==> src/rtl/midi_note_voice_tracker_defines.svh <==
// Assertion macros used by the voice tracker top level.
`ifndef MIDI_NOTE_VOICE_TRACKER_DEFINES_SVH
`define MIDI_NOTE_VOICE_TRACKER_DEFINES_SVH

// Same-cycle implication, checked while reset is released.
`define MNVT_ASSERT_NOW(label, clk, rst_n, ante, cons, msg) \
    label: assert property (@(posedge clk) disable iff (!(rst_n)) (ante) |-> (cons)) \
        else $error(msg);

// Next-cycle implication, checked while reset is released.
`define MNVT_ASSERT_NEXT(label, clk, rst_n, ante, cons, msg) \
    label: assert property (@(posedge clk) disable iff (!(rst_n)) (ante) |=> (cons)) \
        else $error(msg);

`endif

==> src/rtl/mnvt_pkg.sv <==
// Types and constants shared by the MIDI note voice tracker modules.
`timescale 1ns / 1ps

package mnvt_pkg;

    localparam int BYTE_W  = 8;
    localparam int CH_W    = 4;
    localparam int NOTE_W  = 7;
    localparam int VEL_W   = 7;
    localparam int SUM_W   = 12;
    localparam int TOT_W   = 11;
    localparam int ELONG_W = 12;

    localparam logic [BYTE_W-1:0] STATUS_MASK = 8'hE0;
    localparam logic [BYTE_W-1:0] STATUS_NOTE = 8'h80;
    localparam logic [BYTE_W-1:0] CHAN_MASK   = 8'h0F;
    localparam logic [BYTE_W-1:0] ON_MASK     = 8'h10;
    localparam logic [BYTE_W-1:0] CLEAR_BYTE  = 8'hFF;
    localparam logic [VEL_W-1:0]  DATA_MASK   = 7'h7F;

    localparam logic KIND_UPDATE = 1'b0;
    localparam logic KIND_CLEAR  = 1'b1;

    typedef enum logic [1:0] {
        PH_STATUS = 2'd0,
        PH_NOTE   = 2'd1,
        PH_VEL    = 2'd2
    } t_phase;

    typedef enum logic [1:0] {
        CMD_NONE  = 2'd0,
        CMD_NOTE  = 2'd1,
        CMD_CLEAR = 2'd2
    } t_cmd_kind;

    typedef struct packed {
        t_cmd_kind         kind;
        logic              is_on;
        logic [CH_W-1:0]   ch;
        logic [NOTE_W-1:0] note;
        logic [VEL_W-1:0]  vel;
    } t_cmd;

    typedef enum logic [2:0] {
        S_IDLE  = 3'd0,
        S_READ  = 3'd1,
        S_CALC  = 3'd2,
        S_CLEAR = 3'd3,
        S_EMIT  = 3'd4
    } t_state;

endpackage

==> src/rtl/mnvt_parser.sv <==
// Byte-level MIDI parser for note-on, note-off and the clear status byte.
`timescale 1ns / 1ps

module mnvt_parser (
    input  logic                          i_clk,
    input  logic                          i_rst_n,
    input  logic [mnvt_pkg::BYTE_W-1:0]   i_byte,
    input  logic                          i_accept,
    output mnvt_pkg::t_cmd                o_cmd
);

    mnvt_pkg::t_phase             r_phase, n_phase;
    logic [mnvt_pkg::CH_W-1:0]    r_ch, n_ch;
    logic                         r_on, n_on;
    logic [mnvt_pkg::NOTE_W-1:0]  r_note, n_note;

    always_ff @(posedge i_clk) begin
        if (!i_rst_n) begin
            r_phase <= mnvt_pkg::PH_STATUS;
            r_ch    <= '0;
            r_on    <= 1'b0;
            r_note  <= '0;
        end else if (i_accept) begin
            r_phase <= n_phase;
            r_ch    <= n_ch;
            r_on    <= n_on;
            r_note  <= n_note;
        end
    end

    always_comb begin
        n_phase     = mnvt_pkg::PH_STATUS;
        n_ch        = r_ch;
        n_on        = r_on;
        n_note      = r_note;
        o_cmd.kind  = mnvt_pkg::CMD_NONE;
        o_cmd.is_on = r_on;
        o_cmd.ch    = r_ch;
        o_cmd.note  = r_note;
        o_cmd.vel   = i_byte[mnvt_pkg::VEL_W-1:0] & mnvt_pkg::DATA_MASK;
        case (r_phase)
            mnvt_pkg::PH_NOTE: begin
                n_note  = i_byte[mnvt_pkg::NOTE_W-1:0];
                n_phase = mnvt_pkg::PH_VEL;
            end
            mnvt_pkg::PH_VEL: begin
                o_cmd.kind = mnvt_pkg::CMD_NOTE;
            end
            default: begin
                // Waiting for a status byte; data bytes here are dropped.
                if ((i_byte & mnvt_pkg::STATUS_MASK) == mnvt_pkg::STATUS_NOTE) begin
                    n_ch    = mnvt_pkg::CH_W'(i_byte & mnvt_pkg::CHAN_MASK);
                    n_on    = ((i_byte & mnvt_pkg::ON_MASK) != '0);
                    n_phase = mnvt_pkg::PH_NOTE;
                end else if (i_byte == mnvt_pkg::CLEAR_BYTE) begin
                    n_ch       = '0;
                    n_on       = 1'b0;
                    n_note     = '0;
                    o_cmd.kind = mnvt_pkg::CMD_CLEAR;
                end
            end
        endcase
    end

endmodule

==> config.mk <==
export PLATFORM = sky130hd
export DESIGN_NAME = mnvt_parser
export DESIGN_NICKNAME = d
export VERILOG_FILES = /design/src/rtl/midi_note_voice_tracker_defines.svh /design/src/rtl/mnvt_pkg.sv /design/src/rtl/mnvt_parser.sv
export SDC_FILE = /design/constraint.sdc
export NUM_CORES = 1
export LEC_CHECK = 0
export BUFFER_PORTS_ARGS = -buffer_cell sky130_fd_sc_hd__buf_2
export CAP_MARGIN = 20
export CORE_MARGIN = 3
export CORE_UTILIZATION = 50
export CTS_CLUSTER_SIZE = 20
export DETAILED_ROUTE_END_ITERATION = 7
export GPL_ROUTABILITY_DRIVEN = 0
export PLACE_DENSITY_LB_ADDON = 0.2
export SYNTH_ARGS = -nofsm -noshare
export SYNTH_HDL_FRONTEND = slang
export SYNTH_SLANG_ARGS = --single-unit
==> constraint.sdc <==
create_clock -name i_clk -period 2 [get_ports i_clk]
set_input_delay 0.3 -clock i_clk [delete_from_list [all_inputs] [get_ports i_clk]]
set_output_delay 0.3 -clock i_clk [all_outputs]
set_load 0.05 [all_outputs]
# ---- Yosys cells after proc, flatten, opt, wreduce, memory -nomap -nowiden
# Index checks and enable logic that the tools add are counted.
dict set report totals {
  regBits 14
  out_inout_bits 21
  word_cells 28
}
dict set report op_classes {
  eq_ne 5
  muxes 12
  bitwise 2
  n_reduce_logical 5
}
# operator count
set ops {}
lappend ops {{$mux 7} 2}
lappend ops {{$pmux 7 s2} 1}
lappend ops {{$eq 8x8->1 const B} 1}
lappend ops {{$mux 4} 2}
lappend ops {{$pmux 2 s2} 2}
lappend ops {{$mux 2} 2}
lappend ops {{$reduce_and 4->1} 1}
lappend ops {{$reduce_bool 2->1} 2}
lappend ops {{$eq 3x3->1 const B} 1}
lappend ops {{$mux 1} 3}
lappend ops {{$reduce_and 3->1} 1}
lappend ops {{$eq 2x1->1 const B} 1}
lappend ops {{$eq 2x2->1 const B} 1}
lappend ops {{$ne 2x1->1 const B} 1}
lappend ops {{$not 1->1} 2}
lappend ops {{$reduce_or 2->1} 1}

# ---- Depth between registers and ports, before layout
dict set report logic_depth {
  word_depth 4
  ltp_mapped 6
}

# ---- Worst setup path before layout
# OpenSTA, ideal clock, no wires.
dict set report synth_timing {
  kind {register to output}
  start {reg r_phase[0]}
  end {out o_cmd[20] in the netlist's numbering}
  arrival_ps 1217
  required_time_ps 1700
  path_slack_ps 483
  stages_incl_launch_ff 4
  n_path_buf 0
  cell_sequence {dfxtp_1 inv_1 ha_1 and2_1}
}
# item line
set synth_lines {}
lappend synth_lines {{start: declaration} mnvt_parser.sv:12} ;# mnvt_pkg::t_phase r_phase, n_phase;
lappend synth_lines {{start signal: assignment} mnvt_parser.sv:19} ;# r_phase <= mnvt_pkg::PH_STATUS;
lappend synth_lines {{start signal: assignment} mnvt_parser.sv:24} ;# r_phase <= n_phase;
lappend synth_lines {{end: declaration} mnvt_parser.sv:9} ;# output mnvt_pkg::t_cmd o_cmd

==> run_results.csv <==
group,metric,value,unit
critical_path,reg2reg_depth,5,
placed_design,port_buffers,31,
run_status,status,"finished, final reports clean",
detailed_routing,dr.pass1.iters,4,
detailed_routing,drt_iter0_drc,11,
die,io_pins,32,
timing,period_needed,1.83,ns
final_layout,drive_above_1_share,34.2,%
timing,clock-skew-final,0.00570,ns
die,start_util,57.5,%
die,fp-row-count,13,
critical_path,cp_cell_sequence,"inv_1 > ha_1 > and2_1 > buf_2",
final_layout,layout_commonest_cell,"buf_2",
detailed_routing,vias,743,
synthesis,synth_area,805,um2
placed_design,placedCellCount,128,
critical_path,worst_setup_path_end_kind,"output port",
cts,tritoncts,"yes",
cts,clock_latency,0.29,ns
critical_path,cp_max_fo,8,
synthesis,synth_area_leaders,"dfxtp_1 35%, a32oi_1 7.6%, o21ai_0 7.5%",
min_path,holdPathEnd,"r_note[5]",
synthesis,syn_inst,95,
final_layout,area_growth,15.4,%
global_routing,grt_pass1_wl,2880,um
die,die-area,2130,um2
min_path,hold_depth,3,
power,ir_drop,0.540,mV
power,finalPower,0.000631,W
critical_path,cpPeakStageDelay,0.39,ns
timing,slew-limit-headroom,54.5,%
final_layout,nFillCells,139,
min_path,hp-class,"in2reg",
synthesis,synth_top_cell_by_area,"dfxtp_1",
power,p_per_area,680,nW/um2
die,coreArea,1400,um2
critical_path,r2r-start,"r_phase[0]",
power,p_leak,0.397,nW
timing,drv_slew,0,
synthesis,synth_area_per_cell,8.47,um2
critical_path,crit_path_start_kind,"register",
timing,rsz0062_at_grt,"no",
final_layout,stdcell_count,132,
cts,numCtsBuffers,3,
cts,h-tree-depth,1,
critical_path,r2r_end,"r_note[6]",
detailed_routing,ant_nets,0,
cts,cts_buffer_depth,2,
synthesis,synthDominantCellAreaShare,34.8,%
global_routing,grt_pass1_vias,661,
cts,cts_hold_buf,0,
cts,cts_setup_buffers,0,
cts,clock_sinks,14,
timing,finalHoldViolations,0,
timing,setup_tns,0,ns
cts,root_buffer,"clkbuf_4",
synthesis,syn_nets,110,
detailed_routing,finalWirelength,1680,um
critical_path,r2r_setup_slack,0.59,ns
critical_path,cp.required,1.70,ns
placed_design,dpl.hpwl,1250,um
final_layout,layout_common_cells,"31 x buf_2, 14 x dfxtp_1, 12 x o21ai_0",
detailed_routing,drc_errors,0,
detailed_routing,vias_per_cell,5.63,
timing,setup_violations,0,
critical_path,cp.arrival,1.53,ns
final_layout,n_antenna_cell,0,
cts,cts_resized,0,
final_layout,nNetsFinal,133,
timing,finalCritPeriodShare,91.4,%
global_routing,track_usage,19.2,%
min_path,hp-start,"i_byte[5]",
critical_path,crit_path_top_delay_cell,"ha_1",
synthesis,yosysSeqAreaShare,34.8,%
cts,path_clk_slew,0.09,ns
run,maxCapViolCount,0,
global_routing,overflow,0,
global_routing,grt_max_degree,27,
timing,clock.fmax,547,MHz
timing,tightest_slew,0.675,ns
critical_path,crit_type,"reg2out",
synthesis,ys_ff_latch,14,
synthesis,synth_cell_types,24,
synthesis,ys_warn_count,0,
die,die_x,46.1,um
detailed_routing,wl_per_cell,12.7,um
global_routing,grt_antenna_before_repair,0,
die,die_h,46.1,um
## metal layers
layer,track usage [%],routed length [um],up-vias
met1,24.6,771,338
met5,0,0,-
li1,-,-,379
met2,29.4,770,21
met4,10.2,37,0
met3,4.69,103,5
## cells in the mapped netlist, drive strengths merged
master,number
a32oi,7
and2,3
and4b,1
buf,12
clkbuf,2
dfxtp,14
ha,4
inv,9
mux2i,1
nand2,6
nand2b,1
nand3,5
nand4,7
nor2,1
nor2b,2
o21ai,13
o22a,5
o22ai,1
or3b,1
## cell families (layout without fill, tap and decap cells)
group                    Yosys count  after routing  synth area share [%]
AO/OA/AOI/OAI                     26             26                  22.6
adder cells (fa/ha/maj)            4              4                  6.22
buffers and inverters             23             45                  15.9
flip-flops                        14             14                  34.8
multiplexers                       1              1                  1.24
AND/OR/NAND/NOR                   27             27                  19.3
## cell type report
| class | count | area [um2] | share of cell area, % |
|---|---|---|---|
| Sequential cell | 14 | 280 | 30.2 |
| Multi-Input combinational cell | 58 | 397 | 42.7 |
| Tap cell | 15 | 18.8 | 2.02 |
| Clock buffer | 4 | 36.3 | 3.91 |
| Inverter | 9 | 33.8 | 3.64 |
| Timing Repair Buffer | 32 | 163 | 17.5 |
## where the power goes
group          total [W]  switching [W]  internal (W)
logic           0.000130      0.0000979     0.0000324
registers       0.000294     0.00000607      0.000288
clock network   0.000207      0.0000965      0.000111
total           0.000631       0.000200      0.000431
## stage by stage
step / util [%] / worst slack [ns] / cell area [um2] / hold WS [ns]
floorplan: - / 0.483 / 805 / 0.419
global placement: 63.8 / 0.512 / 892 / 0.464
detailed placement: 63.8 / 0.484 / 892 / 0.474
CTS: 66.4 / 0.164 / 928 / 0.269
global route: 66.4 / 0.0787 / 928 / 0.273
finish: 66.4 / 0.172 / 928 / 0.272
## registers in the layout, summed over array words and instances, names as in the netlist
name	flops
r_ch	4
r_on	1
r_phase	2
r_note	7
## critical path, delay by kind of cell (launching register included)
| kind | cells | cell delay, ns |
|---|---|---|
| buf+inv | 2 | 0.33 |
| fa+ha+maj | 1 | 0.39 |
| flops | 1 | 0.37 |
| simple gates | 1 | 0.15 |
## worst max-delay path by stage
stage | start | to | cells after the start
6_report | r_phase[0] | o_cmd[20] | 4
3_5_place_dp | r_phase[0] | o_cmd[20] | 4
3_3_place_gp | r_phase[0] | o_cmd[20] | 4
5_1_grt | r_phase[0] | o_cmd[20] | 4
4_1_cts | r_phase[0] | o_cmd[20] | 4
2_1_floorplan | r_phase[0] | o_cmd[20] | 3
Note: power is estimated with default switching activity, not from simulation.
