## src/rtl/midi_note_voice_tracker_defines.svh

```systemverilog
// Assertion macros used by the voice tracker top level.
`ifndef MIDI_NOTE_VOICE_TRACKER_DEFINES_SVH
`define MIDI_NOTE_VOICE_TRACKER_DEFINES_SVH

// Same-cycle implication, checked while reset is released.
`define MNVT_ASSERT_NOW(label, clk, rst_n, ante, cons, msg) \
    label: assert property (@(posedge clk) disable iff (!(rst_n)) (ante) |-> (cons)) \
        else $error(msg);

// Next-cycle implication, checked while reset is released.
`define MNVT_ASSERT_NEXT(label, clk, rst_n, ante, cons, msg) \
    label: assert property (@(posedge clk) disable iff (!(rst_n)) (ante) |=> (cons)) \
        else $error(msg);

`endif

```

## src/rtl/mnvt_ram.sv

```systemverilog
// Generic single-write, single-read synchronous RAM with registered read data.
`timescale 1ns / 1ps

module mnvt_ram #(
    parameter int WIDTH = 8,
    parameter int DEPTH = 16
) (
    input  logic                                   i_clk,
    input  logic                                   i_we,
    input  logic [((DEPTH > 1) ? $clog2(DEPTH) : 1)-1:0] i_waddr,
    input  logic [WIDTH-1:0]                       i_wdata,
    input  logic                                   i_re,
    input  logic [((DEPTH > 1) ? $clog2(DEPTH) : 1)-1:0] i_raddr,
    output logic [WIDTH-1:0]                       o_rdata
);

    logic [WIDTH-1:0] r_mem [DEPTH];
    logic [WIDTH-1:0] r_rdata;

    always_ff @(posedge i_clk) begin
        if (i_we) begin
            r_mem[i_waddr] <= i_wdata;
        end
        if (i_re) begin
            r_rdata <= r_mem[i_raddr];
        end
    end

    assign o_rdata = r_rdata;

endmodule

```

## config.mk

```make
export PLATFORM = sky130hd
export DESIGN_NAME = mnvt_ram
export DESIGN_NICKNAME = d
export VERILOG_FILES = /design/src/rtl/midi_note_voice_tracker_defines.svh /design/src/rtl/mnvt_ram.sv
export SDC_FILE = /design/constraint.sdc
export NUM_CORES = 1
export LEC_CHECK = 0
export ABC_AREA = 1
export BUFFER_PORTS_ARGS = -buffer_cell sky130_fd_sc_hd__buf_2
export CAP_MARGIN = 0
export CORE_MARGIN = 2
export CORE_UTILIZATION = 35
export DETAILED_ROUTE_END_ITERATION = 12
export GPL_TIMING_DRIVEN = 1
export PLACE_DENSITY = 0.57
export RECOVER_POWER = 50
export SLEW_MARGIN = 20
export SYNTH_ARGS = -nofsm -noshare
export SYNTH_HDL_FRONTEND = slang
export SYNTH_SLANG_ARGS = --single-unit
```

## constraint.sdc

```tcl
create_clock -name i_clk -period 1 [get_ports i_clk]
set_input_delay 0 -clock i_clk [delete_from_list [all_inputs] [get_ports i_clk]]
set_output_delay 0 -clock i_clk [all_outputs]
set_load 0.02 [all_outputs]
```

# Word-level counts from Yosys, hierarchy flattened
# Memory sizes are Yosys's and may differ from the RTL's. A register that Yosys moved wholly into a read port is not among the register bits.
# Index checks and enable logic that the tools add are counted.
# W data, S select, Z words.
dict set report op_classes {
  muxes 2
}
# operator count
set op_table {}
lappend op_table {{$mux W1} 2}
dict set report totals {
  register_bits 0
  mem_bits_rw 128
  in_bits 19
  n_memories 1
}
# name words width read_ports rd_ports_with_merged_regs write_ports line_no
set mem_list {}
lappend mem_list {r_mem 16 8 1 1 1 mnvt_ram.sv:17} ;# logic [WIDTH-1:0] r_mem [DEPTH];

# Depth between registers and ports, before layout
# Gate-level depths: netlist of run 1.
dict set report logic_depth {
  word_depth 2
  ltp_mapped 8
}

# Worst setup path before layout of run 1
# No wires, ideal clock.
dict set report synth_path {
  path_kind {input to register}
  start {in i_waddr[3] in the netlist's numbering}
  end {mem r_mem[4][0], enable pin}
  setup_time_ns 0.370
  t_arrival_ns 0.581
  t_required_ns 0.630
  path_slack_ns 0.049
  path_stages 2
  path_buffers 0
  cell_sequence {nand3b_1 -> nor2_1}
}
# item line_no
set synth_lines {}
lappend synth_lines {{start: declaration} mnvt_ram.sv:10} ;# input logic [((DEPTH > 1) ? $clog2(DEPTH) : 1)-1:0] i_waddr,
lappend synth_lines {{end: declaration} mnvt_ram.sv:17}
# No word-level cell before the write port.

==> summary.txt, run 1 <==
Finish
  – Most frequent cells in the layout: 169 x nand2_1, 136 x edfxtp_1, 98 x inv_1, 50 x nand3_1, 47 x nand3_2
  – Fin cells: 830
  – Share of cells above drive strength 1: between 20% and 30%
  – Register area: 4080 sq um
  – Multi-input logic area: 1460 sq um
  – Post-layout util: between 40% and 50%
  – Fill count: 1576
  – NumNets Final: about 620
  – Antenna diode count: 0
  – Synth-to-Final Area Change: 22.1%
  – Commonest non-fill, non-tap cell in the layout: nand2_1

Yosys
  – Syn nets: 570
  – Mapped cell area: 5850 sq um
  – Seq/Total Area, Yosys: 69.8%
  – Register bit total from synthesis: 136
  – Synth unique cells: 11
  – Yosys Warn Count: 0
  – Post-synthesis cell count: roughly 550
  – Avg Cell Area, Syn: ~11 sq um

Run status
  – Violated checks: setup timing
  – Outcome: finished with violations

Min path
  – Hold Path Depth: 4
  – HP Class: in2reg
  – Hold wc startpoint: i_raddr[3]

Die
  – Number of I/O pins: 27
  – Rows: 47
  – Initial Util: 35.5%
  – Die X: 133 microns
  – CORE AREA: about 16000 sq um
  – Die area: ~18000 sq um
  – Chip height: 133 microns

STA
  – Final Skew: 8.25 ps
  – Max Clock Freq: ~0.93 GHz
  – Final hold vios: 0
  – Final setup TNS: -460 ps
  – Period utilisation layout: 107%
  – Final setup margin: -69.6 ps
  – Final min period: between 1000 and 1500 ps
  – RSZ-0062 raised after global routing: yes
  – Slew of the pin with the lowest slew margin: 991 ps
  – Rel. slew slack: roughly a third
  – Count of final setup violators: 12
  – Slew Viols, Final: 0

Critical path
  – Crit. End Element: register
  – CP required: 1170 ps
  – CP arrival: 1240 ps
  – R2R depth: 6
  – Slowest-stage cell, CP: edfxtp_1
  – Buf+Inv Stages, Crit Path: 1
  – WS Path Type: reg2reg
  – Worst Path Max Fanout: 1
  – Startpoint types: register
  – R2R setup slack: -70 ps
  – CP most frequent cell: nand3_2
  – Top delay family on crit path: simple AND/OR/NAND/NOR gates
  – Slowest stage delay, CP: around 370 ps
  – R2R Path Start: r_mem[9][1]
  – Launch point of the worst path: r_mem[9][1]
  – Critical-path cell list: inv_1 > nand2_1 > nand3_2 > nand3_2 > nand3_2 > nand2_1
  – CP Depth: 6

GRT
  – All-Layer GR Usage: between 10% and 20%
  – Global-route wire length before repair: 20.9 mm
  – Largest net degree at the start of global routing: 61
  – GRT Residual Overflow: 0
  – Vias in the first global route: about 3800
  – Initial antenna violation count: 0

Routing
  – Detailed Routing Iterations Pass 1: 5
  – DRC: 0
  – Via count: 3868
  – 1st-iter DRT viols: about 330
  – DRT Wirelength: 13.6 mm
  – Routed Antenna Nets: 0
  – Via density: 4.66
  – Drt wl/cell: 16.4 microns

Job
  – Max cap viols: 0

Clock tree
  – Cts bufs inserted: 17
  – Clk Latency, worst-skew pair: 410 ps
  – H-Tree Depth: 4
  – Clk pin slew, worst setup/hold paths: about 60 ps
  – CTS tree: yes
  – Clock tree buffer depth: 2
  – Sink Count: ~140
  – Clk root buf: clkbuf_16

Placed design
  – Detail Placement HPWL: 8.45 mm
  – Placed Cells: ~800
  – Port bufs: 26
  – GP Congestion: 0.872

Pwr
  – PD cells: 1810 nW/um^2
  – Peak supply drop: ~1100 uV
  – Leakage: 3.02 nW
-- metrics by stage --
stage,power [mW],worst slack [ps],hold WS [ps],cell area [sq um]
after CTS,13.0,-72.4,10.7,7000
after floorplan,7.06,49.2,98.9,5850
after detailed placement,7.42,-235,380,6330
after global routing,13.4,-131,133,7140
after global placement,7.41,-231,372,6330
final,12.9,-69.6,142,7140
-- synthesized netlist by cell type, drive strengths merged --
master	number	area, sq um
buf	24	166
edfxtp	136	4080
inv	102	383
nand2	173	649
nand3	97	485
nand3b	2	15.0
nor2	17	63.8
-- kinds of logic after synthesis --
family	share of synthesized area [%]
buf+inv	9.39
flops	69.8
simple gates	20.8
-- per-layer routing --
| layer | vias to the layer above | GRT usage, % | wire length [microns] |
|---|---|---|---|
| met5 | - | 0 | 0 |
| li1 | 1876 | - | - |
| met4 | 0 | 6.44 | 251 |
| met2 | 91 | 25.7 | 6600 |
| met1 | 1884 | 20.5 | 6110 |
| met3 | 17 | 4.72 | 623 |
-- tightest hold or removal path: stages --
cell	delay [ps]
buf_2	120
buf_4	190
nand3_1	90
nand2_1	50
-- sequential cells by signal, summed over array words and instances, names as in the netlist --
register and cells:
o_rdata 8, r_mem 128
-- what timing repair did --
item | 4_1_cts | 5_1_grt
setup endpoints to repair | 14 | 16
setup buffers | 0 | 0
gates resized for setup | 33 | 36
cloned | 0 | 0
hold buffers | 1 | 0
pin swaps | 28 | 28
endpoints found under the hold margin | 8 | 0
-- report_power, final --
group	internal (mW)	switching, mW
registers	6.43	0.0491
logic	0.308	0.634
clock network	3.33	2.15
total	10.1	2.83
-- area by class of cell --
| cell class | instances | share of cell area (%) |
|---|---|---|
| inverters | 102 | 5.36 |
| repair buffers | 53 | 5.89 |
| clock buffers | 19 | 6.06 |
| flip-flops and latches | 136 | 57.2 |
| clock inverters | 11 | 1.19 |
| multi-input cells | 289 | 20.4 |
| well taps | 220 | 3.86 |
-- final timing paths --
path / endpoint
worst max-delay path: o_rdata[1]
worst min-delay path: o_rdata[0]
worst max register to register: o_rdata[1]
worst min register to register: o_rdata[4]
(Power assumes the default switching activity.)
==> run 2, diff against run 1 <==
--- a/config.mk
+++ b/config.mk
@@ -10,6 +10,7 @@
 export CAP_MARGIN = 0
 export CORE_MARGIN = 2
 export CORE_UTILIZATION = 35
+export CTS_BUF_LIST = sky130_fd_sc_hd__clkbuf_16
 export DETAILED_ROUTE_END_ITERATION = 12
 export GPL_TIMING_DRIVEN = 1
 export PLACE_DENSITY = 0.57
==> run 2 against run 1 <==
The run still ends with setup timing left. Non-clock buffer count did not move. Hold slack worse by 1.8 ps. Clock skew hardly changed. Sequential cell count stayed put. Combinational power about the same. Critical endpoint unchanged. Largest power group unchanged.
==> summary.txt, run 2 (same netlist as run 1, synthesis figures left out) <==
Critical path
  – Worst Path Max Fanout: 1
  – Crit. End Element: register
  – CP required: 1170 ps
  – WS Path Type: reg2reg
  – Startpoint types: register
  – CP arrival: 1240 ps

Die
  – Initial Util: 35.5%
  – Die area: 17800 sq um
  – Chip height: 133 microns
  – CORE AREA: 16500 sq um
  – Die X: between 100 and 150 microns
  – Rows: 47
  – Number of I/O pins: 27

STA
  – Worst hold slack: about 140 ps
  – Final hold vios: 0
  – Count of final setup violators: 12
  – Slew of the pin with the lowest slew margin: 990 ps
  – Final Skew: ~8.3 ps
  – RSZ-0062 raised after global routing: yes
  – Max Clock Freq: 0.935 GHz
  – Period utilisation layout: 107%
  – Final min period: 1070 ps
  – Rel. slew slack: 34.0%
  – Slew Viols, Final: 0
  – Final setup margin: -69.4 ps

GRT
  – All-Layer GR Usage: ~16%
  – GRT Residual Overflow: 0
  – Initial antenna violation count: 0
  – Global-route wire length before repair: 20.9 mm
  – Vias in the first global route: approximately 3800
  – Largest net degree at the start of global routing: roughly 60

Clock tree
  – Clk root buf: clkbuf_16
  – Post-CTS Setup Bufs: 0
  – Clk pin slew, worst setup/hold paths: 60 ps
  – Cts bufs inserted: 17
  – CTS tree: yes
  – Sink Count: between 100 and 150
  – H-Tree Depth: 4
  – Clk Latency, worst-skew pair: 410 ps
  – Clock tree buffer depth: 2

Run status
  – Violated checks: setup timing
  – Outcome: finished with violations

Pwr
  – Logic pwr share: under 10%
  – Clock power share: 42.4%
  – Sw frac: between 20% and 30%
  – Peak supply drop: about 1100 uV
  – NetSw: 2.83 mW
  – Leakage: just over 3 nW
  – Reg power frac: roughly half
  – PD cells: 1810 nW/um^2
  – Int Power: 10.1 mW

Placed design
  – GP Congestion: 0.872
  – Placed cell area: 6330 sq um
  – Detail Placement HPWL: 8.45 mm
  – Placed Cells: between 700 and 800
  – Port bufs: 26

Finish
  – Antenna diode count: 0
  – Fin cells: 830
  – Most frequent cells in the layout: 169 x nand2_1, 136 x edfxtp_1, 100 x inv_1, 50 x nand3_1, 47 x nand3_2
  – Multi-input logic area: 1460 sq um
  – Register bank with the most flops: r_mem
  – Fill count: 1576
  – Commonest non-fill, non-tap cell in the layout: nand2_1
  – Max reg flops: 128
  – Synth-to-Final Area Change: 22.1%
  – Register area: 4080 sq um
  – Share of cells above drive strength 1: 20.0%
  – Post-layout util: approximately 43%
  – Final instance area: 7140 sq um
  – NumNets Final: 618

Routing
  – DRC: 0
  – 1st-iter DRT viols: 329
  – Via density: between 4 and 5
  – Routed Antenna Nets: 0
  – DRT Wirelength: about 14 mm
  – Detailed Routing Iterations Pass 1: 5
  – Via count: 3871
  – Drt wl/cell: 16.4 microns

Min path
  – HP Class: in2reg

Job
  – Max cap viols: 0
-- run 2: power groups by stage --
stage / logic, mW / clock network, mW / registers, mW
after floorplan: 0.450 / 0 / 6.61
after global placement: 0.829 / 0 / 6.58
after detailed placement: 0.838 / 0 / 6.59
after CTS: 0.901 / 5.59 / 6.48
after global routing: 1.04 / 5.82 / 6.49
final: 0.943 / 5.47 / 6.48
-- run 2: critical path, stage by stage, from the launching register on --
cell and delay [ps]:
edfxtp_1 370, inv_1 70, nand2_1 60, nand3_2 80, nand3_2 100, nand3_2 100
nand2_1 50
-- run 2: final cells by class --
| class | instances | share of cell area [%] |
|---|---|---|
| flip-flops and latches | 136 | 57.2 |
| multi-input cells | 289 | 20.4 |
| clock inverters | 13 | 1.30 |
| well taps | 220 | 3.86 |
| inverters | 102 | 5.36 |
| clock buffers | 17 | 5.96 |
| repair buffers | 53 | 5.89 |
-- run 2: repair_timing --
item / CTS / global route
endpoints found under the setup margin: 14 / 16
pin swaps: 28 / 28
gates resized for setup: 33 / 36
hold buffers: 1 / 0
hold endpoints to repair: 8 / 0
-- run 2: layer usage --
layer,up-vias,part of all wire [%],track usage (%)
li1,1875,-,-
met2,95,49,25.7
met3,17,4.7,4.72
met5,-,0,0
met1,1884,45,20.5
met4,0,1.8,6.44
-- run 2: worst paths after layout --
path / from / to / slack (ps) / cells after the start
setup / recovery: r_mem[9][1] / o_rdata[1] / -70 / 6
hold / removal: i_raddr[3] / o_rdata[0] / 140 / 4
setup reg to reg: r_mem[9][1] / o_rdata[1] / -70 / 6
hold reg to reg: r_mem[14][4] / o_rdata[4] / 750 / 6
-- run 2: per-stage QoR --
| step | setup slack (ps) | power, mW | setup TNS (ps) |
|---|---|---|---|
| finish | -69.4 | 12.9 | -462 |
| global route | -131 | 13.3 | -1140 |
| CTS | -72.4 | 13.0 | -579 |
| detailed placement | -235 | 7.42 | -2750 |
| global placement | -231 | 7.41 | -2630 |
| floorplan | 49.2 | 7.06 | 0 |
==> run 3, diff against run 2 <==
--- a/config.mk
+++ b/config.mk
@@ -8,12 +8,14 @@
 export ABC_AREA = 1
 export BUFFER_PORTS_ARGS = -buffer_cell sky130_fd_sc_hd__buf_2
 export CAP_MARGIN = 0
+export CELL_PAD_IN_SITES_DETAIL_PLACEMENT = 0
+export CELL_PAD_IN_SITES_GLOBAL_PLACEMENT = 2
 export CORE_MARGIN = 2
 export CORE_UTILIZATION = 35
 export CTS_BUF_LIST = sky130_fd_sc_hd__clkbuf_16
 export DETAILED_ROUTE_END_ITERATION = 12
 export GPL_TIMING_DRIVEN = 1
-export PLACE_DENSITY = 0.57
+export PLACE_DENSITY = 0.77
 export RECOVER_POWER = 50
 export SLEW_MARGIN = 20
 export SYNTH_ARGS = -nofsm -noshare
==> run 3 against run 2 <==
The run still ends with setup timing left. Sequential share of layout area shrank 1.2 points. Via count down 1.5%. Register-to-register slack is essentially flat. Largest power group unchanged. Power up 3.4%. Cell area up 2.1%. Critical endpoint is now o_rdata[3]. Non-clock buffer count up 16. Utilization rose by 0.91 points. Clock skew decreased by 0.67 ps. Critical path depth unchanged. Sequential cell count did not move. Fmax rose by 0.90%.
==> summary.txt, run 3 (same netlist as run 1, synthesis figures left out) <==
Run status
  – Outcome: finished with violations
  – Violated checks: setup timing

GRT
  – Initial antenna violation count: 0
  – All-Layer GR Usage: 16.6%
  – Met1 usage: 22.4%
  – GR Layer Usage met3: 2.78%
  – Largest net degree at the start of global routing: 27
  – GRT busiest layer: met2
  – GRT Residual Overflow: 0
  – Vias in the first global route: approximately 3700
  – Global-route wire length before repair: 21.6 mm
  – Met2 usage: 27.3%

STA
  – Max Clock Freq: 0.944 GHz
  – Final setup margin: -59.9 ps
  – Final hold vios: 0
  – RSZ-0062 raised after global routing: yes
  – Final Skew: 7.58 ps
  – Count of final setup violators: 12
  – Final min period: 1060 ps
  – Rel. slew slack: 43.1%
  – Worst hold slack: 83.5 ps
  – Slew Viols, Final: 0
  – Slew of the pin with the lowest slew margin: between 800 and 900 ps
  – Period utilisation layout: 106%

Critical path
  – Slowest-stage cell, CP: edfxtp_1
  – Slowest stage delay, CP: 350 ps
  – WS Path Type: reg2reg
  – Crit. End Element: register
  – Startpoint types: register
  – CP arrival: around 1200 ps
  – Buf+Inv Stages, Crit Path: 1
  – CP most frequent cell: nand3_2
  – CP required: 1160 ps
  – Top delay family on crit path: simple AND/OR/NAND/NOR gates
  – Worst Path Max Fanout: 1
  – Critical-path cell list: inv_1 > nand2_1 > nand3_2 > nand3_2 > nand3_2 > nand2_2

Min path
  – HP Class: in2reg

Placed design
  – Detail Placement HPWL: ~9.0 mm
  – Placed cell area: 6470 sq um
  – Port bufs: 26
  – GP Congestion: 0.796
  – Pre-CTS setup slack: -238 ps
  – Placed Cells: approximately 810

Clock tree
  – CTS tree: yes
  – Clock tree buffer depth: 2
  – Sink Count: 136
  – Cts bufs inserted: 17
  – Clk root buf: clkbuf_16
  – Clk Latency, worst-skew pair: 410 ps
  – Clk pin slew, worst setup/hold paths: 60 ps
  – H-Tree Depth: 4
  – Post-CTS Setup Bufs: 0

Finish
  – Max reg flops: 128
  – Multi-input logic area: 1440 sq um
  – Register area: 4080 sq um
  – NumNets Final: 634
  – Share of cells above drive strength 1: between 20% and 30%
  – Fill count: 1539
  – Fin cells: 848
  – Synth-to-Final Area Change: 24.7%
  – Commonest non-fill, non-tap cell in the layout: nand2_1
  – Most frequent cells in the layout: 169 x nand2_1, 136 x edfxtp_1, 100 x inv_1, 56 x nand3_1, 40 x nand3_2
  – Register bank with the most flops: r_mem
  – Antenna diode count: 0
  – Final instance area: approximately 7300 sq um

Pwr
  – Reg power frac: 48.5%
  – Overall power: 13.3 mW
  – Int Power: ~10 mW
  – Logic pwr share: ~7.4%
  – Peak supply drop: 1180 uV
  – Leakage: 3.08 nW
  – Clock power share: between 40% and 50%
  – NetSw: roughly 3.1 mW
  – Sw frac: 23.2%
  – PD cells: 1830 nW/um^2

Die
  – Number of I/O pins: 27
  – Die area: 17800 sq um
  – Chip height: roughly 130 microns
  – Rows: 47
  – CORE AREA: 16500 sq um
  – Die X: 133 microns
  – Initial Util: ~36%

Routing
  – Routed Antenna Nets: 0
  – Via density: 4.49
  – Drt wl/cell: 16.4 microns
  – Detailed Routing Iterations Pass 1: 4
  – Via count: approximately 3800
  – 1st-iter DRT viols: 239
  – DRC: 0
  – DRT Wirelength: approximately 14 mm

Job
  – Max cap viols: 0
==> run 3: changes by cell type in the layout (fill, tap and decap cells not counted), moves of 3 or more <==
cell and delta:
nand3_2 -7, nand3_1 +6, buf_2 +5, inv_6 +5, clkbuf_1 +4, clkinv_2 -4
buf_12 +3, buf_4 +3, buf_6 -3, clkinvlp_4 +3, dlygate4sd3_1 +3
==> run 3: tightest hold or removal path: cells and delay by family <==
kind,cells,cell delay (ps)
simple gates,2,170
buf+inv,1,210
==> run 3: repair_timing <==
| action | in CTS | in global routing |
|---|---|---|
| hold buffers | 4 | 0 |
| pin swaps | 29 | 29 |
| endpoints found under the setup margin | 12 | 13 |
| gates resized for setup | 32 | 24 |
| endpoints found under the hold margin | 34 | 0 |
==> run 3: layer usage <==
| metal | share of wire [%] | vias to the layer above |
|---|---|---|
| met5 | 0 | - |
| met1 | 44 | 1813 |
| li1 | - | 1908 |
| met2 | 49 | 76 |
| met3 | 5.3 | 14 |
| met4 | 1.7 | 0 |
==> run 3: area by class of cell <==
cell class	instances	area share, %
Inverter	102	5.25
Clock inverter	15	1.94
Clock buffer	17	5.84
Multi-Input combinational cell	289	19.7
Tap cell	220	3.78
Sequential cell	136	56.0
Timing Repair Buffer	69	7.47
==> run 3: path summary, 6_finish.rpt <==
path                    start         end  slack, ps  depth (start not counted)
setup / recovery  r_mem[9][3]  o_rdata[3]        -60                          6
hold / removal     i_raddr[3]  o_rdata[4]         80                          3
setup reg to reg  r_mem[9][3]  o_rdata[3]        -60                          6
hold reg to reg   r_mem[2][4]  o_rdata[4]        750                          6
==> run 3: per-stage QoR <==
| step | util, % | TNS [ps] |
|---|---|---|
| 4_1_cts | 43.8 | -485 |
| 3_5_place_dp | 39.3 | -1490 |
| 2_1_floorplan | - | 0 |
| 6_report | 44.3 | -381 |
| 5_1_grt | 44.3 | -1050 |
| 3_3_place_gp | 39.3 | -1370 |
==> run 3: power groups by stage <==
stage	combinational, mW	clock [mW]	sequential, mW
floorplan	0.450	0	6.61
global placement	0.893	0	6.58
detailed placement	0.899	0	6.58
CTS	0.974	5.96	6.47
global route	1.10	6.23	6.48
finish	0.990	5.87	6.47
